==> config.mk <==
export PLATFORM = sky130hd
export DESIGN_NAME = edf_periodic_task_scheduler_core
export DESIGN_NICKNAME = d
export VERILOG_FILES = /design/src/rtl/core/edfs_pkg.sv /design/src/rtl/core/edf_periodic_task_scheduler_core.sv /design/src/rtl/core/edfs_ctrl.sv /design/src/rtl/core/edfs_dpath.sv
export SDC_FILE = /design/constraint.sdc
export NUM_CORES = 2
export LEC_CHECK = 0
export BUFFER_PORTS_ARGS = -buffer_cell sky130_fd_sc_hd__buf_2
export CAP_MARGIN = 25
export CORE_MARGIN = 2
export CORE_UTILIZATION = 55
export DETAILED_ROUTE_END_ITERATION = 10
export PLACE_DENSITY = 0.71
export SLEW_MARGIN = 20
export SYNTH_ARGS = -nofsm -noshare
export SYNTH_HDL_FRONTEND = slang
export SYNTH_SLANG_ARGS = --single-unit
==> constraint.sdc <==
create_clock -name clock -period 5.8 [get_ports clock]
set_input_delay 1.16 -clock clock [delete_from_list [all_inputs] [get_ports clock]]
set_output_delay 1.16 -clock clock [all_outputs]
set_load 0.01 [all_outputs]
==> src/rtl/core/edfs_pkg.sv <==
// Shared constants, codes and control types of the EDF task scheduler core.
package edfs_pkg;

   localparam int MAX_TASKS   = 8;
   localparam int TIME_WIDTH  = 32;
   localparam int COUNT_WIDTH = 16;

   localparam int TASK_W      = 3;
   localparam int TASK_IDX_W  = (MAX_TASKS > 1) ? $clog2(MAX_TASKS) : 1;
   localparam int TCNT_W      = 4;
   localparam int FIELD_W     = 16;
   localparam int TIME_OUT_W  = 32;
   localparam int CSR_ADDR_W  = 3;
   localparam int CSR_DATA_W  = 64;
   localparam int REQ_TDATA_W = 8;
   localparam int RSP_FIELDS_W = TIME_OUT_W + 1 + TASK_W + 1 + 1 + TASK_W + 1 + TASK_W;
   localparam int RSP_TDATA_W = ((RSP_FIELDS_W + 7) / 8) * 8;

   localparam logic [CSR_DATA_W-1:0] FIELD_RESET = 64'h0001_0001_0001_0001;

   typedef enum logic [CSR_ADDR_W-1:0] {
      CSR_PERIODS_LO = 3'd0,
      CSR_PERIODS_HI = 3'd1,
      CSR_BUDGETS_LO = 3'd2,
      CSR_BUDGETS_HI = 3'd3,
      CSR_TASK_COUNT = 3'd4
   } csr_addr_type;

   typedef enum logic [2:0] {
      ST_IDLE,
      ST_INIT,
      ST_CHARGE,
      ST_COUNT,
      ST_SCAN,
      ST_DECIDE,
      ST_DONE
   } fsm_state_type;

   typedef struct packed {
      logic              accept;     // snapshot running task, clear step flags
      logic              init;       // restart: release all tasks in use at time zero
      logic              charge;     // advance time, charge running job
      logic              count;      // countdowns, miss check, retire, release
      logic              scan;       // one step of the earliest-deadline search
      logic              scan_first; // first step of the search
      logic [TASK_W-1:0] scan_idx;   // task examined by this search step
      logic              decide;     // dispatch or preempt
      logic              load_out;   // move the result into the output register
   } cmd_type;

   typedef struct packed {
      logic halted;
      logic miss;
   } status_type;

endpackage

==> src/rtl/core/edf_periodic_task_scheduler_core.sv <==
// Top level of the preemptive EDF scheduler for periodic tasks.
//
// Each request is one scheduler step: req_tdata bit 0 set restarts the task set
// at time zero and releases every task in use; clear, it advances time by one
// tick. Every request yields exactly one response that reports the time, the
// running task, dispatch and completion events and the sticky missed-deadline
// state. Periods, budgets and the task count are written on the csr_ port,
// register index in csr_addr; the user must write them only while no request
// is in progress, which the block itself does not enforce. In a tick the
// earliest-deadline search examines one task per cycle through a single
// shared comparator (one pass over all task slots), framed by charge,
// countdown and dispatch steps; a restart runs init, the search and dispatch.
// A tick that misses a deadline skips the search and dispatch; a tick while
// halted goes straight to the response and does not advance time. A new request
// can be taken as soon as the result sits in the output register; if the receiver
// stalls, a finished step waits until that register is free, and no request is taken.
// Synchronous reset returns the configuration to periods and budgets of one
// with a single task, clears all task state and time, and leaves no task
// released until the first restart request.
module edf_periodic_task_scheduler_core (
   input  logic                                clock,
   input  logic                                reset,
   // Request channel.
   input  logic                                req_tvalid,
   output logic                                req_tready,
   input  logic [edfs_pkg::REQ_TDATA_W-1:0]    req_tdata,  // [0] restart
   // Response channel.
   output logic                                rsp_tvalid,
   input  logic                                rsp_tready,
   // [31:0] time_now, [32] running_valid, [35:33] running_task, [36] dispatched,
   // [37] finished_valid, [40:38] finished_task, [41] missed, [44:42] missed_task
   output logic [edfs_pkg::RSP_TDATA_W-1:0]    rsp_tdata,
   // Configuration write port.
   input  logic                                csr_we,
   input  logic [edfs_pkg::CSR_ADDR_W-1:0]     csr_addr,
   input  logic [edfs_pkg::CSR_DATA_W-1:0]     csr_wdata
);

   edfs_pkg::cmd_type    cmd;
   edfs_pkg::status_type status;

   // The sequencer steps through the phases of one request.
   edfs_ctrl u_ctrl (
      .clock       (clock),
      .reset       (reset),
      .req_tvalid  (req_tvalid),
      .req_restart (req_tdata[0]),
      .req_tready  (req_tready),
      .rsp_tvalid  (rsp_tvalid),
      .rsp_tready  (rsp_tready),
      .status      (status),
      .cmd         (cmd)
   );

   // The datapath holds configuration, per-task state and the result register.
   edfs_dpath u_dpath (
      .clock     (clock),
      .reset     (reset),
      .csr_we    (csr_we),
      .csr_addr  (csr_addr),
      .csr_wdata (csr_wdata),
      .cmd       (cmd),
      .status    (status),
      .rsp_tdata (rsp_tdata)
   );

   // A step is never overlapped with the next request.
   assert property (@(posedge clock) disable iff (reset)
      (req_tvalid && req_tready) |=> !req_tready)
      else $error("request accepted while a step is in progress");

   // A miss step neither dispatches nor retires, and the halted state carries no events.
   assert property (@(posedge clock) disable iff (reset)
      (rsp_tvalid && rsp_tdata[41]) |-> (!rsp_tdata[36] && !rsp_tdata[37]))
      else $error("dispatch or completion reported while halted");

   // A dispatch always leaves a task on the processor.
   assert property (@(posedge clock) disable iff (reset)
      (rsp_tvalid && rsp_tdata[36]) |-> rsp_tdata[32])
      else $error("dispatch reported with no running task");

   // The missed-task index is zero whenever the miss flag is clear.
   assert property (@(posedge clock) disable iff (reset)
      (rsp_tvalid && !rsp_tdata[41]) |-> (rsp_tdata[44:42] == '0))
      else $error("missed task reported without a miss");

endmodule

==> src/rtl/core/edfs_ctrl.sv <==
// Sequencer of the EDF scheduler: request handshake, step phases and result handshake.
module edfs_ctrl (
   input  logic                 clock,
   input  logic                 reset,
   input  logic                 req_tvalid,
   input  logic                 req_restart,
   output logic                 req_tready,
   output logic                 rsp_tvalid,
   input  logic                 rsp_tready,
   input  edfs_pkg::status_type status,
   output edfs_pkg::cmd_type    cmd
);

   edfs_pkg::fsm_state_type state_ff, state_in;
   logic [edfs_pkg::TASK_IDX_W-1:0] scan_ff, scan_in;
   logic rsp_valid_ff, rsp_valid_in;

   always_ff @(posedge clock) begin
      if (reset) begin
         state_ff     <= edfs_pkg::ST_IDLE;
         scan_ff      <= '0;
         rsp_valid_ff <= 1'b0;
      end else begin
         state_ff     <= state_in;
         scan_ff      <= scan_in;
         rsp_valid_ff <= rsp_valid_in;
      end
   end

   always_comb begin
      state_in     = state_ff;
      scan_in      = scan_ff;
      rsp_valid_in = rsp_valid_ff;
      req_tready   = 1'b0;
      cmd          = '0;
      cmd.scan_idx = edfs_pkg::TASK_W'(scan_ff);
      if (rsp_tready) begin
         rsp_valid_in = 1'b0;
      end
      case (state_ff)
         edfs_pkg::ST_IDLE: begin
            req_tready = 1'b1;
            scan_in    = '0;
            if (req_tvalid) begin
               cmd.accept = 1'b1;
               if (req_restart) begin
                  state_in = edfs_pkg::ST_INIT;
               end else if (status.halted) begin
                  state_in = edfs_pkg::ST_DONE;
               end else begin
                  state_in = edfs_pkg::ST_CHARGE;
               end
            end
         end
         edfs_pkg::ST_INIT: begin
            cmd.init = 1'b1;
            state_in = edfs_pkg::ST_SCAN;
         end
         edfs_pkg::ST_CHARGE: begin
            cmd.charge = 1'b1;
            state_in   = edfs_pkg::ST_COUNT;
         end
         edfs_pkg::ST_COUNT: begin
            cmd.count = 1'b1;
            state_in  = status.miss ? edfs_pkg::ST_DONE : edfs_pkg::ST_SCAN;
         end
         edfs_pkg::ST_SCAN: begin
            cmd.scan       = 1'b1;
            cmd.scan_first = (scan_ff == '0);
            if (scan_ff == edfs_pkg::TASK_IDX_W'(edfs_pkg::MAX_TASKS - 1)) begin
               scan_in  = '0;
               state_in = edfs_pkg::ST_DECIDE;
            end else begin
               scan_in = scan_ff + 1'b1;
            end
         end
         edfs_pkg::ST_DECIDE: begin
            cmd.decide = 1'b1;
            state_in   = edfs_pkg::ST_DONE;
         end
         edfs_pkg::ST_DONE: begin
            if (!rsp_valid_ff || rsp_tready) begin
               cmd.load_out = 1'b1;
               rsp_valid_in = 1'b1;
               state_in     = edfs_pkg::ST_IDLE;
            end
         end
         default: begin
            state_in = edfs_pkg::ST_IDLE;
         end
      endcase
   end

   assign rsp_tvalid = rsp_valid_ff;

endmodule

==> src/rtl/core/edfs_dpath.sv <==
// Datapath of the EDF scheduler: configuration, per-task state, search unit, result register.
module edfs_dpath (
   input  logic                                 clock,
   input  logic                                 reset,
   input  logic                                 csr_we,
   input  logic [edfs_pkg::CSR_ADDR_W-1:0]      csr_addr,
   input  logic [edfs_pkg::CSR_DATA_W-1:0]      csr_wdata,
   input  edfs_pkg::cmd_type                    cmd,
   output edfs_pkg::status_type                 status,
   output logic [edfs_pkg::RSP_TDATA_W-1:0]     rsp_tdata
);

   localparam int NT = edfs_pkg::MAX_TASKS;
   localparam int CW = edfs_pkg::COUNT_WIDTH;
   localparam int TW = edfs_pkg::TASK_W;
   localparam int IW = edfs_pkg::TASK_IDX_W;
   localparam logic [CW-1:0] COUNT_MAX = {CW{1'b1}};

   // Configuration registers.
   logic [edfs_pkg::CSR_DATA_W-1:0] per_lo_ff, per_hi_ff, bud_lo_ff, bud_hi_ff;
   logic [edfs_pkg::TCNT_W-1:0]     task_count_ff;

   // Scheduler state.
   logic [edfs_pkg::TIME_WIDTH-1:0] tick_ff, tick_in;
   logic [CW-1:0] ttd_ff   [NT];
   logic [CW-1:0] ttd_in   [NT];
   logic [CW-1:0] units_ff [NT];
   logic [CW-1:0] units_in [NT];
   logic [NT-1:0] pend_ff, pend_in;
   logic [TW-1:0] cur_idx_ff, cur_idx_in;
   logic          cur_valid_ff, cur_valid_in;
   logic          halted_ff, halted_in;
   logic [TW-1:0] halted_task_ff, halted_task_in;

   // Per-step scratch.
   logic          was_valid_ff, was_valid_in;
   logic [TW-1:0] was_idx_ff, was_idx_in;
   logic          fin_ff, fin_in;
   logic [TW-1:0] fin_task_ff, fin_task_in;
   logic          disp_ff, disp_in;
   logic          found_ff, found_in;
   logic [TW-1:0] best_idx_ff, best_idx_in;
   logic [CW-1:0] best_ttd_ff, best_ttd_in;
   logic [CW-1:0] cur_ttd_ff, cur_ttd_in;
   logic [edfs_pkg::RSP_TDATA_W-1:0] rsp_data_ff, rsp_data_in;

   // Lane signals.
   logic [CW-1:0] period_w [NT];
   logic [CW-1:0] budget_w [NT];
   logic [CW-1:0] dec_w    [NT];
   logic [NT-1:0] use_w, act_w, bnd_w, lmiss_w;
   logic [edfs_pkg::TCNT_W-1:0] n_w;
   logic          miss_w;
   logic [TW-1:0] miss_task_w;

   // Charge and search helpers.
   logic [IW-1:0] cur_a, sidx_a;
   logic [CW-1:0] units_inc;
   logic          cur_out;
   logic          cand, eff_found, take;
   logic          new_valid;
   logic [TW-1:0] new_idx;

   always_ff @(posedge clock) begin
      if (reset) begin
         per_lo_ff     <= edfs_pkg::FIELD_RESET;
         per_hi_ff     <= edfs_pkg::FIELD_RESET;
         bud_lo_ff     <= edfs_pkg::FIELD_RESET;
         bud_hi_ff     <= edfs_pkg::FIELD_RESET;
         task_count_ff <= edfs_pkg::TCNT_W'(1);
      end else if (csr_we) begin
         case (edfs_pkg::csr_addr_type'(csr_addr))
            edfs_pkg::CSR_PERIODS_LO: per_lo_ff <= csr_wdata;
            edfs_pkg::CSR_PERIODS_HI: per_hi_ff <= csr_wdata;
            edfs_pkg::CSR_BUDGETS_LO: bud_lo_ff <= csr_wdata;
            edfs_pkg::CSR_BUDGETS_HI: bud_hi_ff <= csr_wdata;
            edfs_pkg::CSR_TASK_COUNT: task_count_ff <= csr_wdata[edfs_pkg::TCNT_W-1:0];
            default: ;
         endcase
      end
   end

   always_ff @(posedge clock) begin
      if (reset) begin
         tick_ff        <= '0;
         pend_ff        <= '0;
         cur_idx_ff     <= '0;
         cur_valid_ff   <= 1'b0;
         halted_ff      <= 1'b0;
         halted_task_ff <= '0;
         was_valid_ff   <= 1'b0;
         was_idx_ff     <= '0;
         fin_ff         <= 1'b0;
         fin_task_ff    <= '0;
         disp_ff        <= 1'b0;
         found_ff       <= 1'b0;
         for (int i = 0; i < NT; i++) begin
            ttd_ff[i]   <= '0;
            units_ff[i] <= '0;
         end
      end else begin
         tick_ff        <= tick_in;
         pend_ff        <= pend_in;
         cur_idx_ff     <= cur_idx_in;
         cur_valid_ff   <= cur_valid_in;
         halted_ff      <= halted_in;
         halted_task_ff <= halted_task_in;
         was_valid_ff   <= was_valid_in;
         was_idx_ff     <= was_idx_in;
         fin_ff         <= fin_in;
         fin_task_ff    <= fin_task_in;
         disp_ff        <= disp_in;
         found_ff       <= found_in;
         for (int i = 0; i < NT; i++) begin
            ttd_ff[i]   <= ttd_in[i];
            units_ff[i] <= units_in[i];
         end
      end
   end

   always_ff @(posedge clock) begin
      best_idx_ff <= best_idx_in;
      best_ttd_ff <= best_ttd_in;
      cur_ttd_ff  <= cur_ttd_in;
      rsp_data_ff <= rsp_data_in;
   end

   // Period and budget per task; a zero field counts as one.
   always_comb begin
      for (int i = 0; i < NT; i++) begin
         period_w[i] = (i < 4) ? per_lo_ff[(i % 4) * edfs_pkg::FIELD_W +: CW]
                               : per_hi_ff[(i % 4) * edfs_pkg::FIELD_W +: CW];
         budget_w[i] = (i < 4) ? bud_lo_ff[(i % 4) * edfs_pkg::FIELD_W +: CW]
                               : bud_hi_ff[(i % 4) * edfs_pkg::FIELD_W +: CW];
         if (period_w[i] == '0) begin
            period_w[i] = CW'(1);
         end
         if (budget_w[i] == '0) begin
            budget_w[i] = CW'(1);
         end
      end
   end

   assign n_w = (task_count_ff > edfs_pkg::TCNT_W'(NT)) ? edfs_pkg::TCNT_W'(NT) : task_count_ff;

   // Release countdown lanes and the deadline check of each task.
   always_comb begin
      miss_w      = 1'b0;
      miss_task_w = '0;
      for (int i = 0; i < NT; i++) begin
         use_w[i]   = edfs_pkg::TCNT_W'(i) < n_w;
         act_w[i]   = use_w[i] && (ttd_ff[i] != '0);
         dec_w[i]   = ttd_ff[i] - 1'b1;
         bnd_w[i]   = act_w[i] && (dec_w[i] == '0);
         lmiss_w[i] = bnd_w[i] && pend_ff[i] && (units_ff[i] < budget_w[i]);
      end
      for (int i = NT - 1; i >= 0; i--) begin
         if (lmiss_w[i]) begin
            miss_w      = 1'b1;
            miss_task_w = TW'(i);
         end
      end
   end

   assign cur_a     = cur_idx_ff[IW-1:0];
   assign sidx_a    = cmd.scan_idx[IW-1:0];
   assign units_inc = (units_ff[cur_a] == COUNT_MAX) ? COUNT_MAX : units_ff[cur_a] + 1'b1;
   assign cur_out   = cur_valid_ff && ({1'b0, cur_idx_ff} >= n_w);

   assign cand      = use_w[sidx_a] && pend_ff[sidx_a];
   assign eff_found = cmd.scan_first ? 1'b0 : found_ff;
   assign take      = found_ff && (!cur_valid_ff || (best_ttd_ff < cur_ttd_ff));
   assign new_valid = take ? 1'b1 : cur_valid_ff;
   assign new_idx   = take ? best_idx_ff : cur_idx_ff;

   always_comb begin
      tick_in        = tick_ff;
      pend_in        = pend_ff;
      cur_idx_in     = cur_idx_ff;
      cur_valid_in   = cur_valid_ff;
      halted_in      = halted_ff;
      halted_task_in = halted_task_ff;
      was_valid_in   = was_valid_ff;
      was_idx_in     = was_idx_ff;
      fin_in         = fin_ff;
      fin_task_in    = fin_task_ff;
      disp_in        = disp_ff;
      found_in       = found_ff;
      best_idx_in    = best_idx_ff;
      best_ttd_in    = best_ttd_ff;
      cur_ttd_in     = cur_ttd_ff;
      rsp_data_in    = rsp_data_ff;
      for (int i = 0; i < NT; i++) begin
         ttd_in[i]   = ttd_ff[i];
         units_in[i] = units_ff[i];
      end

      if (cmd.accept) begin
         was_valid_in = cur_valid_ff;
         was_idx_in   = cur_idx_ff;
         fin_in       = 1'b0;
         fin_task_in  = '0;
         disp_in      = 1'b0;
      end

      if (cmd.init) begin
         tick_in        = '0;
         halted_in      = 1'b0;
         halted_task_in = '0;
         cur_valid_in   = 1'b0;
         cur_idx_in     = '0;
         was_valid_in   = 1'b0;
         for (int i = 0; i < NT; i++) begin
            pend_in[i]  = use_w[i];
            units_in[i] = '0;
            ttd_in[i]   = use_w[i] ? period_w[i] : '0;
         end
      end

      if (cmd.charge) begin
         tick_in = tick_ff + 1'b1;
         if (cur_out) begin
            // A running task beyond the count leaves the processor uncharged.
            cur_valid_in = 1'b0;
         end else if (cur_valid_ff) begin
            units_in[cur_a] = units_inc;
            fin_in          = units_inc >= budget_w[cur_a];
            fin_task_in     = cur_idx_ff;
         end
      end

      if (cmd.count) begin
         for (int i = 0; i < NT; i++) begin
            if (act_w[i]) begin
               ttd_in[i] = dec_w[i];
            end
         end
         if (miss_w) begin
            halted_in      = 1'b1;
            halted_task_in = miss_task_w;
            fin_in         = 1'b0;
            fin_task_in    = '0;
         end else begin
            if (fin_ff) begin
               cur_valid_in = 1'b0;
            end
            for (int i = 0; i < NT; i++) begin
               if (fin_ff && (fin_task_ff == TW'(i))) begin
                  pend_in[i]  = 1'b0;
                  units_in[i] = '0;
               end
               if (bnd_w[i]) begin
                  pend_in[i]  = 1'b1;
                  units_in[i] = '0;
                  ttd_in[i]   = period_w[i];
               end
            end
         end
      end

      if (cmd.scan) begin
         if (cand && (!eff_found || (ttd_ff[sidx_a] < best_ttd_ff))) begin
            found_in    = 1'b1;
            best_idx_in = cmd.scan_idx;
            best_ttd_in = ttd_ff[sidx_a];
         end else begin
            found_in = eff_found;
         end
         if (cmd.scan_idx == cur_idx_ff) begin
            cur_ttd_in = ttd_ff[sidx_a];
         end
      end

      if (cmd.decide) begin
         cur_valid_in = new_valid;
         cur_idx_in   = new_idx;
         disp_in      = new_valid && (!was_valid_ff || (new_idx != was_idx_ff));
      end

      if (cmd.load_out) begin
         rsp_data_in = edfs_pkg::RSP_TDATA_W'({
            halted_ff ? halted_task_ff : TW'(0),
            halted_ff,
            fin_ff ? fin_task_ff : TW'(0),
            fin_ff,
            disp_ff,
            cur_valid_ff ? cur_idx_ff : TW'(0),
            cur_valid_ff,
            edfs_pkg::TIME_OUT_W'(tick_ff)
         });
      end
   end

   assign status.halted = halted_ff;
   assign status.miss   = miss_w;
   assign rsp_tdata     = rsp_data_ff;

endmodule
After elaboration in Yosys (flattened, before gate mapping)
Memory sizes are Yosys's and may differ from the RTL's. A register that Yosys moved wholly into a read port is not among the register bits.
Index checks and enable logic that the tools add are counted.
- $add $sub $neg: 11
- magnitude comparators: 24
- equality and inequality tests: 24
- multiplexer cells: 192
- bitwise logic cells: 17
- reduce and logical (&&, ||, !) cells: 103
- operator list (operator ; count):
    $mux W16 ; 76
    $mux W128 ; 9
    $logic_not A16 Y1 ; 24
    $lt A16 B16 Y1 ; 10
    $bwmux W128 ; 1
    $reduce_bool A16 Y1 ; 8
    $sub A16 B1 Y16 const B ; 8
    $mux W3 ; 30
    $mux W32 ; 2
    $mux W1 ; 62
    $bmux W16 S3 ; 1
    $demux W16 S3 ; 1
    $logic_and A1 B1 Y1 ; 46
    $add A32 B1 Y32 const B ; 1
    $eq A3 B3 Y1 const B ; 9
    $mux W8 ; 3
    $pmux W3 S7 ; 1
    $eq A3 B2 Y1 const B ; 6
    $add A16 B1 Y16 const B ; 1
    $eq A16 B16 Y1 const B ; 1
    $ge A16 B16 Y1 ; 1
    $lt A3 B4 Y1 const A ; 4
    $or A1 B1 Y1 ; 16
    $reduce_and A2 Y1 ; 7
    other kinds (24) ; 43
- register bits: 405
- memory bits (writable): 256
- word-level logic and storage cells: 400
- memories kept: 2
- memory list (memory ; words ; width ; read ports ; clocked after memory_dff ; wr ports ; line ; RTL):
    u_dpath.ttd_ff ; 8 ; 16 ; 9 ; 1 ; 8 ; edfs_dpath.sv:25 ; logic [CW-1:0] ttd_ff [NT];
    u_dpath.units_ff ; 8 ; 16 ; 9 ; 1 ; 8 ; edfs_dpath.sv:27 ; logic [CW-1:0] units_ff [NT];

Depth between registers and ports, before layout
- word-level depth: 18
- gate-level depth with buffers: 22

By module
A second synthesis with hierarchy kept.
- cells, all modules: 4787
- area, all modules: 38532.0 um^2
- by module, submodules not included (module ; instances ; cells an instance ; area each (um^2)):
    edfs_dpath ; 1 ; 4726 ; 38030.2
    edfs_ctrl ; 1 ; 61 ; 501.7

Least setup slack after synthesis
OpenSTA, ideal clock, no wires.
- kind: reg-to-reg
- start: register (tool-made name)
- end: register u_dpath.best_idx_ff[0], enable pin
- data arrival time: 4.343 ns
- path slack: 1.038 ns
- stages on the path, launching flop included: 13
- buffers on the path: 2
- clock period less this slack: 4.762 ns
- path through: dfxtp_1 > clkbuf_1 > buf_1 > mux4_2 > mux2_2 > ha_1 > o21ai_0 > nand2b_1 > a21oi_1 > o21ai_0 > a2111oi_0 > nor3_1 > nor3_1
- RTL lines (item ; line ; RTL):
    end signal, assigned ; edfs_dpath.sv:122 ; best_idx_ff <= best_idx_in;
    end, declared ; edfs_dpath.sv:42 ; logic [TW-1:0] best_idx_ff, best_idx_in;

==> impl_metrics.tcl <==
set metrics [dict create \
    status "completed" \
    ys_warn_count 0 \
    peakVddDrop_mv 0.233 \
    gp_congestion 1.09 \
    rsz0062_at_grt "no" \
    drive_above_1_share 0.126 \
    start_util 0.554 \
    drc 0 \
    fin_ws_ns 0.955 \
    max_slew_margin 0.254 \
    syn_area_um2 39500 \
    cts_buffers 76 \
    synth-xor-area-share 0.0182 \
    worst_skew_pair.late_latency_ns 0.65 \
    cts_tree "done" \
    ys_ff_latch 667 \
    max_cap_violations 0 \
    chipWidth_um 272 \
    post-cts-setup-buffer-count 0 \
    fp.dieH_um 272 \
    ctsResizeCount 0 \
    grt_max_degree 182 \
    ios 130 \
    hold_viol 0 \
    final_nets 5022 \
    clk_pin_slew_ns 0.06 \
    wirelength_mm 163 \
    cts-root-buf "clkbuf_16" \
    async_reset_ff_frac 0 \
    antenna_found_initial 16 \
    syn_inst 4800 \
    worstHoldStart "u_dpath.tick_ff[31]" \
    clock_skew_ns 0.0226 \
    path_buf_inv 2 \
    firstDrtPassIters 8 \
    seq_area_frac_synth 0.359 \
    holdBufCountCts 0 \
    synth_compound_area_frac 0.205 \
    path_class "register to register" \
    setup_viol 0 \
    numPortBuffers 119 \
    fin_hold_ws_ns 0.452 \
    setup_tns_ns 0 \
    dp_hpwl_mm 118 \
    fmax_mhz 206 \
    dieArea_um2 73900 \
    synth_top_family_by_area "simple AND/OR/NAND/NOR gates" \
    synthAdderAreaFrac 0.0605 \
    fill_cells 6375 \
    crit_chain "buf_4 > mux4_2 > mux2i_1 > a21oi_1 > nand4_1 > or2_2 > nor2b_1 > inv_1 > ha_1 > a21o_1 > a21o_1 > a21oi_1 > nor2b_1 > o21ai_0 > a31oi_1 > o21ai_0 > nor3_1" \
    grt_pass1_wl_mm 236 \
    critPathTopFamily "compound AO/OA/AOI/OAI gates" \
    cpPeakStageDelay_ns 0.70 \
    vias_per_cell 6.80 \
    post-route-period-util 0.835 \
    crit_path_max_fanout 17 \
    finish.utilization 0.608 \
    overflow 0 \
    pre_cts_ws_ns 1.06 \
    cts_sinks 667 \
    worstMarginPinSlew_ns 1.11 \
    final_cell_mix "nand2_1, dfxtp_1, a21oi_1" \
    synthSimpleGateAreaFrac 0.235 \
    avgSynthCellArea_um2 8.22 \
    leakagePower_uw 0.0154 \
    synth-edff-count 80 \
    area_growth_pct 9.71 \
    end_kind "register" \
    slew_viol_final 0 \
    ys_types 118 \
    grtUsageTotal 0.428 \
    hold_class "register to register" \
    min_period_ns 4.84 \
    grt_pass1_vias 35500 \
    avgRoutedWirePerCell_um 28.2 \
    cellPowerDensity_nw_per_um2 259 \
    vias 39200 \
    synth_mux_area_frac 0.0661 \
    postRouteAntennaNets 0 \
    critPathArrivalTime_ns 5.33 \
    htreeDepth 3 \
    critPathLaunchType "register" \
    rows 98 \
    yosys_most_used_dff "dfxtp_1" \
    cp_data_required_time_ns 6.29 \
    layout_commonest_cell "nand2_1" \
    fp.coreArea_um2 71200 \
    clockBufferDepth 3 \
    drtIter0Drc 5063 \
    slowest_stage "dfxtp_2" \
]
==> flip-flops by register name, indices dropped and copies added, names as in the netlist, 8 cells and up, named ones only <==
name,cells
u_dpath.bud_lo_ff,64
u_dpath.bud_hi_ff,64
u_dpath.tick_ff,32
u_dpath.ttd_ff,128
u_dpath.units_ff,128
u_dpath.best_ttd_ff,16
u_dpath.rsp_tdata,45
u_dpath.pend_ff,8
u_dpath.per_lo_ff,64
u_dpath.per_hi_ff,64
u_dpath.cur_ttd_ff,16
==> synth_stat cells, types with 52 or more instances <==
master,count,area share
dfxtp_1,587,0.30
ha_1,190,0.060
nor2_1,270,0.026
a21oi_1,554,0.070
o21ai_0,123,0.016
mux4_2,76,0.043
a211oi_1,59,0.011
mux2i_1,52,0.013
nor4_1,94,0.015
a221oi_1,70,0.016
inv_1,203,0.019
nor3_1,123,0.016
edfxtp_1,80,0.061
a31oi_1,72,0.011
nand2_1,847,0.081
clkbuf_1,252,0.024
nand3_1,214,0.027
==> metrics by stage <==
step | cells | cell area, um^2 | total power (uW)
2_1_floorplan | 4802 | 39500 | 5720
3_3_place_gp | 5618 | 40600 | 6120
3_5_place_dp | 5619 | 40600 | 6130
4_1_cts | 5757 | 43200 | 11200
5_1_grt | 5762 | 43300 | 11500
6_report | 5773 | 43300 | 11200
==> power breakdown <==
| part | internal, uW | switching (uW) | total (uW) | leakage [uW] |
|---|---|---|---|---|
| Combinational | 382 | 815 | 1200 | 0.00864 |
| Sequential | 4740 | 156 | 4890 | 0.00550 |
| Clock | 3000 | 2120 | 5130 | 0.00128 |
==> worst reg2reg max path, stage by stage, from the launching register on <==
cell and delay, ns:
dfxtp_2 0.70, buf_4 0.36, mux4_2 0.53, mux2i_1 0.34, a21oi_1 0.19, nand4_1 0.21, or2_2 0.27, nor2b_1 0.49
inv_1 0.10, ha_1 0.29, a21o_1 0.15, a21o_1 0.17, a21oi_1 0.13, nor2b_1 0.05, o21ai_0 0.19, a31oi_1 0.16
o21ai_0 0.28, nor3_1 0.07
==> final timing paths <==
path                           end  slack, ns  cells past startpoint
max                 u_dpath.fin_ff       0.96                     17
min          u_dpath.rsp_tdata[31]       0.45                      0
max reg2reg         u_dpath.fin_ff       0.96                     17
min reg2reg  u_dpath.rsp_tdata[31]       0.45                      0
==> per-layer routing <==
metal | global-route usage | vias to the layer above | wire length [um]
li1 | - | 17400 | -
met4 | 0.340 | 8 | 15300
met5 | 0.00128 | - | 79
met3 | 0.105 | 724 | 17400
met1 | 0.529 | 18600 | 60100
met2 | 0.638 | 2518 | 69700
==> layout make-up <==
| type | instances | area, um^2 | area share |
|---|---|---|---|
| multi-input cells | 3592 | 23200 | 0.536 |
| flip-flops and latches | 667 | 14200 | 0.327 |
| clock buffers | 105 | 2170 | 0.0502 |
| repair buffers | 208 | 1330 | 0.0307 |
| well taps | 950 | 1190 | 0.0275 |
| inverters | 207 | 777 | 0.0179 |
| clock inverters | 33 | 453 | 0.0105 |
| diodes | 11 | 27.5 | 0.000636 |
==> cell families (layout without fill, tap and decap cells) <==
family,after synthesis,in the layout
simple gates,1921,1921
flops,667,667
xor+xnor,82,82
fa+ha+maj,191,191
compound gates,1234,1234
buf+inv,543,553
other cells,1,14
mux,161,161
Power figures use the tool's default switching activity.
